==> src/sv/lds_pkg.sv <==
package lds_pkg;

  localparam int QUEUE_DEPTH_DEF = 16;
  localparam int SECTOR_BITS_DEF = 48;

  localparam int TAG_W    = 8;
  localparam int SECTOR_W = 48;
  localparam int COUNT_W  = 16;
  localparam int PEND_W   = 5;

  localparam logic MODE_ADD      = 1'b0;
  localparam logic MODE_DISPATCH = 1'b1;

  localparam logic DIR_FORWARD = 1'b0;
  localparam logic DIR_REVERSE = 1'b1;

  typedef struct packed {
    logic                mode;
    logic [TAG_W-1:0]    req_tag;
    logic [SECTOR_W-1:0] start_sector;
    logic [COUNT_W-1:0]  sector_count;
  } in_item_t;

  typedef struct packed {
    logic                dispatched;
    logic [TAG_W-1:0]    out_tag;
    logic [SECTOR_W-1:0] out_sector;
    logic [COUNT_W-1:0]  out_count;
    logic                add_rejected;
    logic [PEND_W-1:0]   pending;
    logic                sweep_dir;
  } out_item_t;

  typedef enum logic [2:0] {
    ST_IDLE,
    ST_ADD,
    ST_SCAN,
    ST_LAST,
    ST_FIN
  } state_t;

endpackage

==> src/sv/look_disk_request_scheduler_top.sv <==
// LOOK elevator disk scheduler over a table of QUEUE_DEPTH request slots held in one
// single-port synchronous memory (tag, start sector, sector count), with valid bits in
// flip-flops. One item is worked on at a time. An add walks the valid bits from slot 0 and
// writes the first free slot, or, when the table is full, rejects the add without walking the
// slots. A dispatch reads every slot once through the memory's read port, one slot per cycle,
// tracking the nearest start above and below the head. The next item is taken while a
// finished result still waits at the output register.
module look_disk_request_scheduler_top
  import lds_pkg::*;
#(
  parameter int QUEUE_DEPTH = QUEUE_DEPTH_DEF,
  parameter int SECTOR_BITS = SECTOR_BITS_DEF
) (
  input  logic      clk,
  input  logic      rst_n,
  input  logic      in_valid,
  output logic      in_ready,
  input  in_item_t  in_data,
  output logic      out_valid,
  input  logic      out_ready,
  output out_item_t out_data
);

  localparam int IDX_W  = $clog2(QUEUE_DEPTH);
  localparam int CNT_W  = $clog2(QUEUE_DEPTH + 1);
  localparam int WORD_W = TAG_W + SECTOR_BITS + COUNT_W;

  // slot memory: {tag, sector, count}
  logic [WORD_W-1:0] mem [QUEUE_DEPTH];
  logic [WORD_W-1:0] mem_q;
  logic              mem_we;
  logic [WORD_W-1:0] mem_wdata;

  state_t state_r, state_nxt;

  in_item_t               item_r;
  logic [IDX_W-1:0]       idx_r;
  logic                   rd_vld_r;
  logic [IDX_W-1:0]       rd_idx_r;
  logic [QUEUE_DEPTH-1:0] valid_r;
  logic [CNT_W-1:0]       pend_r;
  logic [SECTOR_BITS-1:0] head_r;
  logic                   rev_r;
  logic                   rej_r;

  logic                   up_found_r;
  logic [IDX_W-1:0]       up_idx_r;
  logic [TAG_W-1:0]       up_tag_r;
  logic [SECTOR_BITS-1:0] up_sec_r;
  logic [COUNT_W-1:0]     up_cnt_r;
  logic                   dn_found_r;
  logic [IDX_W-1:0]       dn_idx_r;
  logic [TAG_W-1:0]       dn_tag_r;
  logic [SECTOR_BITS-1:0] dn_sec_r;
  logic [COUNT_W-1:0]     dn_cnt_r;

  logic      out_valid_r;
  out_item_t out_data_r;

  logic accept;
  logic fin_go;
  logic idx_last;
  logic pend_full;
  logic add_hit;

  logic [TAG_W-1:0]       q_tag;
  logic [SECTOR_BITS-1:0] q_sec;
  logic [COUNT_W-1:0]     q_cnt;
  logic                   q_live;
  logic                   q_up;
  logic                   q_dn;

  logic                   pick_any;
  logic                   take_up;
  logic                   new_rev;
  logic                   do_disp;
  logic [IDX_W-1:0]       sel_idx;
  logic [TAG_W-1:0]       sel_tag;
  logic [SECTOR_BITS-1:0] sel_sec;
  logic [COUNT_W-1:0]     sel_cnt;
  logic [CNT_W-1:0]       pend_after;
  out_item_t              res;

  assign idx_last  = (idx_r == IDX_W'(QUEUE_DEPTH - 1));
  assign pend_full = (pend_r == CNT_W'(QUEUE_DEPTH));

  // control outputs
  always_comb begin
    in_ready = (state_r == ST_IDLE);
    accept   = in_valid && in_ready;
    fin_go   = (state_r == ST_FIN) && (!out_valid_r || out_ready);
    add_hit  = (state_r == ST_ADD) && !valid_r[idx_r];
    mem_we   = add_hit;
  end

  // next state
  always_comb begin
    state_nxt = state_r;
    unique case (state_r)
      ST_IDLE: begin
        if (accept) begin
          if (in_data.mode == MODE_DISPATCH) begin
            state_nxt = ST_SCAN;
          end else if (pend_full) begin
            state_nxt = ST_FIN;
          end else begin
            state_nxt = ST_ADD;
          end
        end
      end
      ST_ADD: begin
        if (!valid_r[idx_r] || idx_last) begin
          state_nxt = ST_FIN;
        end
      end
      ST_SCAN: begin
        if (idx_last) begin
          state_nxt = ST_LAST;
        end
      end
      ST_LAST: state_nxt = ST_FIN;
      ST_FIN: begin
        if (fin_go) begin
          state_nxt = ST_IDLE;
        end
      end
      default: state_nxt = ST_IDLE;
    endcase
  end

  assign mem_wdata = {item_r.req_tag, SECTOR_BITS'(item_r.start_sector), item_r.sector_count};

  always_ff @(posedge clk) begin
    if (mem_we) begin
      mem[idx_r] <= mem_wdata;
    end
    mem_q <= mem[idx_r];
  end

  // compare data read back against the head
  always_comb begin
    q_tag  = mem_q[WORD_W-1 -: TAG_W];
    q_sec  = mem_q[COUNT_W +: SECTOR_BITS];
    q_cnt  = mem_q[COUNT_W-1:0];
    q_live = rd_vld_r && valid_r[rd_idx_r];
    q_up   = q_live && (q_sec >= head_r) && (!up_found_r || (q_sec < up_sec_r));
    q_dn   = q_live && (q_sec <= head_r) && (!dn_found_r || (q_sec > dn_sec_r));
  end

  // pick for the finishing dispatch
  always_comb begin
    pick_any = up_found_r || dn_found_r;
    take_up  = rev_r ? (!dn_found_r && up_found_r) : up_found_r;
    new_rev  = pick_any ? !take_up : rev_r;
    do_disp  = (item_r.mode == MODE_DISPATCH) && pick_any;
    sel_idx  = take_up ? up_idx_r : dn_idx_r;
    sel_tag  = take_up ? up_tag_r : dn_tag_r;
    sel_sec  = take_up ? up_sec_r : dn_sec_r;
    sel_cnt  = take_up ? up_cnt_r : dn_cnt_r;
    pend_after = do_disp ? (pend_r - CNT_W'(1)) : pend_r;

    res              = '0;
    res.dispatched   = do_disp;
    res.add_rejected = (item_r.mode == MODE_ADD) && rej_r;
    res.pending      = PEND_W'(pend_after);
    res.sweep_dir    = (item_r.mode == MODE_DISPATCH) ? new_rev : rev_r;
    if (do_disp) begin
      res.out_tag    = sel_tag;
      res.out_sector = SECTOR_W'(sel_sec);
      res.out_count  = sel_cnt;
    end
  end

  always_ff @(posedge clk) begin
    if (!rst_n) begin
      state_r     <= ST_IDLE;
      idx_r       <= '0;
      rd_vld_r    <= 1'b0;
      valid_r     <= '0;
      pend_r      <= '0;
      head_r      <= '0;
      rev_r       <= DIR_FORWARD;
      rej_r       <= 1'b0;
      up_found_r  <= 1'b0;
      dn_found_r  <= 1'b0;
      out_valid_r <= 1'b0;
    end else begin
      state_r  <= state_nxt;
      rd_vld_r <= (state_r == ST_SCAN);

      if (accept) begin
        idx_r      <= '0;
        rej_r      <= (in_data.mode == MODE_ADD) && pend_full;
        up_found_r <= 1'b0;
        dn_found_r <= 1'b0;
      end else if (state_r == ST_ADD || state_r == ST_SCAN) begin
        idx_r <= idx_r + IDX_W'(1);
      end

      if (add_hit) begin
        valid_r[idx_r] <= 1'b1;
        pend_r         <= pend_r + CNT_W'(1);
      end

      if (q_up) begin
        up_found_r <= 1'b1;
      end
      if (q_dn) begin
        dn_found_r <= 1'b1;
      end

      if (fin_go) begin
        out_valid_r <= 1'b1;
        if (do_disp) begin
          valid_r[sel_idx] <= 1'b0;
          pend_r           <= pend_after;
          head_r           <= sel_sec + SECTOR_BITS'(sel_cnt) - SECTOR_BITS'(1);
          rev_r            <= new_rev;
        end
      end else if (out_ready) begin
        out_valid_r <= 1'b0;
      end
    end
  end

  // payload registers
  always_ff @(posedge clk) begin
    if (accept) begin
      item_r <= in_data;
    end
    rd_idx_r <= idx_r;
    if (q_up) begin
      up_idx_r <= rd_idx_r;
      up_tag_r <= q_tag;
      up_sec_r <= q_sec;
      up_cnt_r <= q_cnt;
    end
    if (q_dn) begin
      dn_idx_r <= rd_idx_r;
      dn_tag_r <= q_tag;
      dn_sec_r <= q_sec;
      dn_cnt_r <= q_cnt;
    end
    if (fin_go) begin
      out_data_r <= res;
    end
  end

  assign out_valid = out_valid_r;
  assign out_data  = out_data_r;

endmodule
==> config.mk <==
export PLATFORM = sky130hd
export DESIGN_NAME = look_disk_request_scheduler_top
export DESIGN_NICKNAME = d
export VERILOG_FILES = /design/src/sv/lds_pkg.sv /design/src/sv/look_disk_request_scheduler_top.sv
export SDC_FILE = /design/constraint.sdc
export NUM_CORES = 2
export LEC_CHECK = 0
export ABC_AREA = 0
export BUFFER_PORTS_ARGS = -buffer_cell sky130_fd_sc_hd__buf_2
export CORE_AREA = 2 2 368 370
export CTS_CLUSTER_DIAMETER = 40
export CTS_CLUSTER_SIZE = 14
export DETAILED_ROUTE_END_ITERATION = 8
export DIE_AREA = 0 0 370 372
export GPL_TIMING_DRIVEN = 0
export PLACE_DENSITY_LB_ADDON = 0.08
export SYNTH_ARGS = -nofsm -noshare
export SYNTH_HDL_FRONTEND = slang
export SYNTH_SLANG_ARGS = --single-unit
export TNS_END_PERCENT = 20
==> constraint.sdc <==
create_clock -name clk -period 9.5 [get_ports clk]
set_input_delay 1.425 -clock clk [delete_from_list [all_inputs] [get_ports clk]]
set_output_delay 1.425 -clock clk [all_outputs]
set_load 0.02 [all_outputs]
* Yosys cells after proc, flatten, opt, wreduce, memory -nomap -nowiden
Memory sizes are Yosys's and may differ from the RTL's. A register that Yosys moved wholly into a read port is not among the register bits.
Index checks and enable logic that the tools add are counted.
** Cells by class
- Add/subtract/negate cells :: 5
- $lt $le $gt $ge :: 9
- Eq/ne operators :: 10
- Multiplexer cells :: 37
- Bitwise operators :: 6
- Reductions and logical operators :: 32
** Operator list (number)
- two-way mux 16 bit :: 5
- adder 48 x 16 -> 48 bit :: 1
- >= comparator 48 bit :: 1
- > comparator 48 bit :: 1
- <= comparator 48 bit :: 1
- < comparator 48 bit :: 1
- two-way mux 48 bit :: 1
- subtractor 48 x 1 -> 48 bit (second input constant) :: 1
- two-way mux 5 bit :: 4
- two-way mux 3 bit :: 6
- AND 16 bit :: 1
- NOT 16 bit :: 1
- bitwise OR 16 bit :: 1
- < comparator 4 x 5 -> 1 bit (second input constant) :: 3
- case mux 3 bit (5 select lines) :: 1
- logical AND 1 bit :: 14
- two-way mux 1 bit :: 14
- binary-select mux 1 bit (select 4 bit) :: 2
- demux 1 bit (select 4 bit) :: 2
- >= comparator 4 x 1 -> 1 bit (second input constant) :: 2
- two-way mux 8 bit :: 1
- equality test 3 x 2 -> 1 bit (second input constant) :: 2
- logical OR 1 bit :: 6
- inequality test 2 bit (second input constant) :: 3
- other kinds (16) :: 24
** Word-level totals
- Register bits after elaboration :: 391
- Memory bits (writable) :: 1152
- Input port bits :: 77
- Output and inout bits :: 82
- Logic and storage cells :: 131
- Memories kept :: 1
** Memories
- mem :: words 16, width 72, rd ports 1, clocked after memory_dff 1, wr ports 1, RTL line look_disk_request_scheduler_top.sv:29 : logic [WORD_W-1:0] mem [QUEUE_DEPTH];

* Depth between registers and ports, before layout
- Depth in word-level cells :: 12
- Mapped depth :: 21
- Mapped depth without buffers :: 18

* Least setup slack after synthesis
OpenSTA, ideal clock, no wires.
- Path kind :: register to register
- From :: register up_sec_r[37]
- To :: register up_cnt_r[0] (enable)
- Arrival time :: 7458 ps
- Slack :: 1416 ps
- Stages on the path, launching flop included :: 11
- Buffers on the path :: 0
- Clock period less this slack :: 8084 ps
- Cells stage by stage :: edfxtp_1 > inv_1 > ha_1 > a21o_1 > a21o_1 > a21oi_1 > o21ai_0 > a2111oi_0 > o311a_1 > o22ai_1 > a211oi_1
** Between the ends
- Word-level cells in the longest chain between the ends :: 3
** RTL lines
- from (decl) :: RTL line look_disk_request_scheduler_top.sv:49 : logic [SECTOR_BITS-1:0] up_sec_r;
- from (signal assigned) :: RTL line look_disk_request_scheduler_top.sv:235 : up_sec_r <= q_sec;
- < comparator 48 bit :: RTL line look_disk_request_scheduler_top.sv:146 : q_up = q_live && (q_sec >= head_r) && (!up_found_r || (q_sec < up_sec_r));
- logical OR 1 bit :: RTL line look_disk_request_scheduler_top.sv:146
- logical AND 1 bit :: RTL line look_disk_request_scheduler_top.sv:146
- via q_up :: RTL line look_disk_request_scheduler_top.sv:70 : logic q_up;
- to (signal assigned) :: RTL line look_disk_request_scheduler_top.sv:236 : up_cnt_r <= q_cnt;
- to (decl) :: RTL line look_disk_request_scheduler_top.sv:50 : logic [COUNT_W-1:0] up_cnt_r;
The timed path passes the listed nets, and every way through them passes these cells.
A chain may end at the register's enable or synchronous reset.

* Worst setup path after layout
- From :: register dn_found_r
- To :: register head_r[35]
** Between the ends
- Word-level cells in the longest chain between the ends :: 6
- Elaborated cells on any way between the ends :: 10
- Those cells by class :: add/sub (2); mux (3); reduce/logical (5)
** RTL lines
- from (decl) :: RTL line look_disk_request_scheduler_top.sv:51 : logic dn_found_r;
- from (signal assigned) :: RTL line look_disk_request_scheduler_top.sv:185 : dn_found_r <= 1'b0;
- from (signal assigned) :: RTL line look_disk_request_scheduler_top.sv:195 : dn_found_r <= 1'b0;
- from (signal assigned) :: RTL line look_disk_request_scheduler_top.sv:209 : dn_found_r <= 1'b1;
- logical NOT 1 bit :: RTL line look_disk_request_scheduler_top.sv:153 : take_up = rev_r ? (!dn_found_r && up_found_r) : up_found_r;
- logical AND 1 bit :: RTL line look_disk_request_scheduler_top.sv:153
- two-way mux 1 bit :: RTL line look_disk_request_scheduler_top.sv:153
- two-way mux 48 bit / two-way mux 16 bit (equally long branches) :: RTL line look_disk_request_scheduler_top.sv:158, look_disk_request_scheduler_top.sv:159
- adder 48 x 16 -> 48 bit :: RTL line look_disk_request_scheduler_top.sv:217 : head_r <= sel_sec + SECTOR_BITS'(sel_cnt) - SECTOR_BITS'(1);
- subtractor 48 x 1 -> 48 bit :: RTL line look_disk_request_scheduler_top.sv:217
- to (signal assigned) :: RTL line look_disk_request_scheduler_top.sv:217
- to (decl) :: RTL line look_disk_request_scheduler_top.sv:42 : logic [SECTOR_BITS-1:0] head_r;
Several ways; a longest one is shown, not always the timed one.

==> run_results.csv <==
group,metric,value,unit
yosys,synthTopCellsByArea,"edfxtp_1 (67%), mux4_2 (13%), dfxtp_1 (4.9%), ha_1 (4.1%), inv_1 (1.3%)",
layout,drive_gt1_share,24.7,%
setup_path,reg2reg_from,"dn_found_r",
power_and_ir_drop,ir_drop,0.157,mV
run_status,violations,"max-capacitance violations, max-slew violations",
layout,fin_nets,4305,
setup_path,cp_max_fo,10,
min_path,min_from,"idx_r[3]",
yosys,avgSynthCellArea,18.3,um^2
timing,post-route-period-util,75.6,%
yosys,synth_largest_area_cell,"edfxtp_1",
die,dieArea,0.138,mm^2
clocking,cts_setup_buffers,0,
yosys,yosysUniqueCellTypes,70,
timing,postLayoutSetupSlackWorst,2310,ps
min_path,hold_class,"flop to flop",
clocking,ctsRootBufferMaster,"clkbuf_16",
power_and_ir_drop,p_leak,26.2,nW
run,maxCapViolations,1,
setup_path,r2r_cells,21,
min_path,holdPathStages,0,
timing,rsz0062_at_grt,"no",
clocking,clock_latency,840,ps
yosys,synth-edff-count,1457,
timing,finalSetupViolCount,0,
setup_path,cp_slowest_cell,"a21oi_1",
yosys,ys_warn_count,0,
routing,vias,34900,
setup_path,end_kind,"flop",
global_route,grt_overflow,0,
die,rows,135,
routing,drc_errors,0,
layout,fin_cells,5972,
routing,firstDrtPassIters,5,
yosys,yosysSeqAreaShare,72.2,%
clocking,numCtsBuffers,196,
run_status,status,"complete, but fails checks",
timing,worstMarginPinSlew,1510,ps
setup_path,cp_data_required_time,10250,ps
setup_path,path_class,"flop to flop",
yosys,synth_seq_cells,1615,
global_route,antenna_found_initial,5,
die,die_w,370,um
timing,clock_skew,39.5,ps
clocking,cts.reportedPaths.clkPinSlew,60,ps
timing,slew_headroom,-0.731,%
yosys,syn-instance-count,3552,
place,dp.final_hpwl,113,mm
global_route,grt_max_degree,51,
global_route,grt_pass1_vias,34300,
clocking,numClockSinks,1615,
setup_path,ff2ff_setup_slack,2310,ps
yosys,async_flop_share,0,%
routing,detail_route.wirelength,169,mm
routing,viasPerCell,5.85,
setup_path,crit_top_cell,"clkbuf_1",
routing,routedWlPerCell,28.4,um
place,routabilityCongestion,0.873,
place,place_inst,5599,
setup_path,max_stage_delay,620,ps
clocking,hold_buffers,0,
power_and_ir_drop,power_density,242,mW/mm^2
layout,design_area,0.0769,mm^2
timing,slew_viol_final,11,
yosys,synth_common_cells,"edfxtp_1 (1457), mux4_2 (370), inv_1 (229)",
min_path,hold_end,"rd_idx_r[3]",
timing,fin_crit,7190,ps
timing,fmax,139,MHz
die,fp.dieH,372,um
place,post_dp_cell_area,0.0699,mm^2
clocking,h-tree-depth,4,
clocking,cts_tree,"done",
setup_path,crit_chain,"clkbuf_1 > a21oi_1 > clkbuf_1 > clkbuf_1 > clkbuf_1 > nor2_1 > a21oi_1 > ha_1 > inv_1 > ha_1 > inv_1 > fa_1 > nor2b_1 > o2111ai_1 > a31oi_1 > nand3_1 > a21oi_1 > o21ai_0 > a211o_1 > a2111oi_0 > a311o_1",
clocking,cts_resized,0,
layout,syn2layout_area_growth,18.4,%
die,initial_core_util,48.4,%
yosys,synth_most_common_cell,"edfxtp_1",
clocking,clock_path_buffers,3,
place,io_buffers,158,
routing,dr.first_iter.drc_count,3527,
setup_path,reg2reg_to,"head_r[35]",
setup_path,arrival,7940,ps
global_route,track_usage,24.9,%
yosys,synthesis.area,0.0650,mm^2
yosys,synthFlopType,"edfxtp_1",
global_route,grt_pass1_wl,243,mm
die,io_pins,159,
timing,hold_viol_final,0,
yosys,synth.top_cell.area_share,67.4,%
yosys,syn_nets,3841,
place,pre_cts_slack,2510,ps
die,core-area,0.134,mm^2
setup_path,cp-start-kind,"flop",
routing,ant_nets,0,
==> worst max-delay path: cells and delay by family (launching register included) <==
kind / cells / cell delay (ps)
AO/OA/AOI/OAI: 9 / 3330
adder cells (fa/ha/maj): 3 / 840
buffers and inverters: 6 / 2060
flip-flops: 1 / 300
AND/OR/NAND/NOR: 3 / 570
==> layer usage <==
layer | up-vias | GRT usage, % | part of all wire, %
li1 | 15100 | - | -
met1 | 18300 | 37.2 | 45
met2 | 1223 | 38.5 | 46
met3 | 203 | 3.95 | 6.5
met4 | 0 | 6.57 | 2.1
met5 | - | 0 | 0
==> per-stage QoR <==
stage                     hold WS [ps]  setup TNS (ps)  utilization, %  power [mW]
after global routing               346               0            57.3        19.3
final                              350               0            57.3        18.6
after global placement             333        -3596020            50.6        11.0
after CTS                          347               0            57.3        18.8
after detailed placement           338               0            52.1        11.0
after floorplan                    329               0               -        10.1
==> area by class of cell <==
class / count / area (um^2)
Timing Repair Buffer: 266 / 2590
Sequential cell: 1615 / 46900
Buffer: 143 / 543
Clock buffer: 227 / 5190
Tap cell: 1781 / 2230
Inverter: 231 / 872
Multi-Input combinational cell: 1563 / 16800
Fill cell: 10100 / 57400
Antenna cell: 1 / 2.50
Clock inverter: 145 / 1830
==> power by group <==
group	switching [mW]	internal, mW	total [mW]
registers	0.399	8.28	8.68
logic	1.14	0.996	2.13
clock network	3.14	4.68	7.82
==> flip-flops by register name, indices dropped and copies added (netlist names) <==
register,count
dn_cnt_r,16
dn_found_r,1
dn_idx_r,4
dn_sec_r,48
dn_tag_r,8
head_r,48
idx_r,4
item_r,73
mem,1152
mem_q,72
out_data,80
out_valid,1
pend_r,5
rd_idx_r,4
rd_vld_r,1
rej_r,1
rev_r,1
state_r,3
up_cnt_r,16
up_found_r,1
up_idx_r,4
up_sec_r,48
up_tag_r,8
valid_r,16
==> worst max path at each step <==
stage | from | to | slack [ps]
after detailed placement | dn_found_r | head_r[35] | 2510
after CTS | dn_found_r | head_r[35] | 2460
after floorplan | up_sec_r[37] | up_cnt_r[0] | 1420
after global routing | dn_found_r | head_r[35] | 1930
after global placement | idx_r[3] | valid_r[0] | -7920
final | dn_found_r | head_r[35] | 2310
==> cell families after synthesis <==
group	share of synthesized area, %
XOR/XNOR	0.512
adder cells (fa/ha/maj)	4.10
AND/OR/NAND/NOR	3.51
flip-flops	72.2
multiplexers	13.2
buffers and inverters	2.17
AO/OA/AOI/OAI	4.31
==> layout by cell type, fill, tap and decap left out, drive strengths merged, types with 22 or more instances in the layout <==
cell type	instances
nand3	32
nand4	37
ha	211
clkbuf	337
edfxtp	1457
a21o	80
xnor2	22
mux2i	22
a21oi	171
nand2	115
clkinvlp	22
clkinv	65
nor2	179
inv	265
bufinv	24
o21ai	60
buf	299
mux4	370
dfxtp	158
nor3	30
Power figures use the tool's default switching activity.
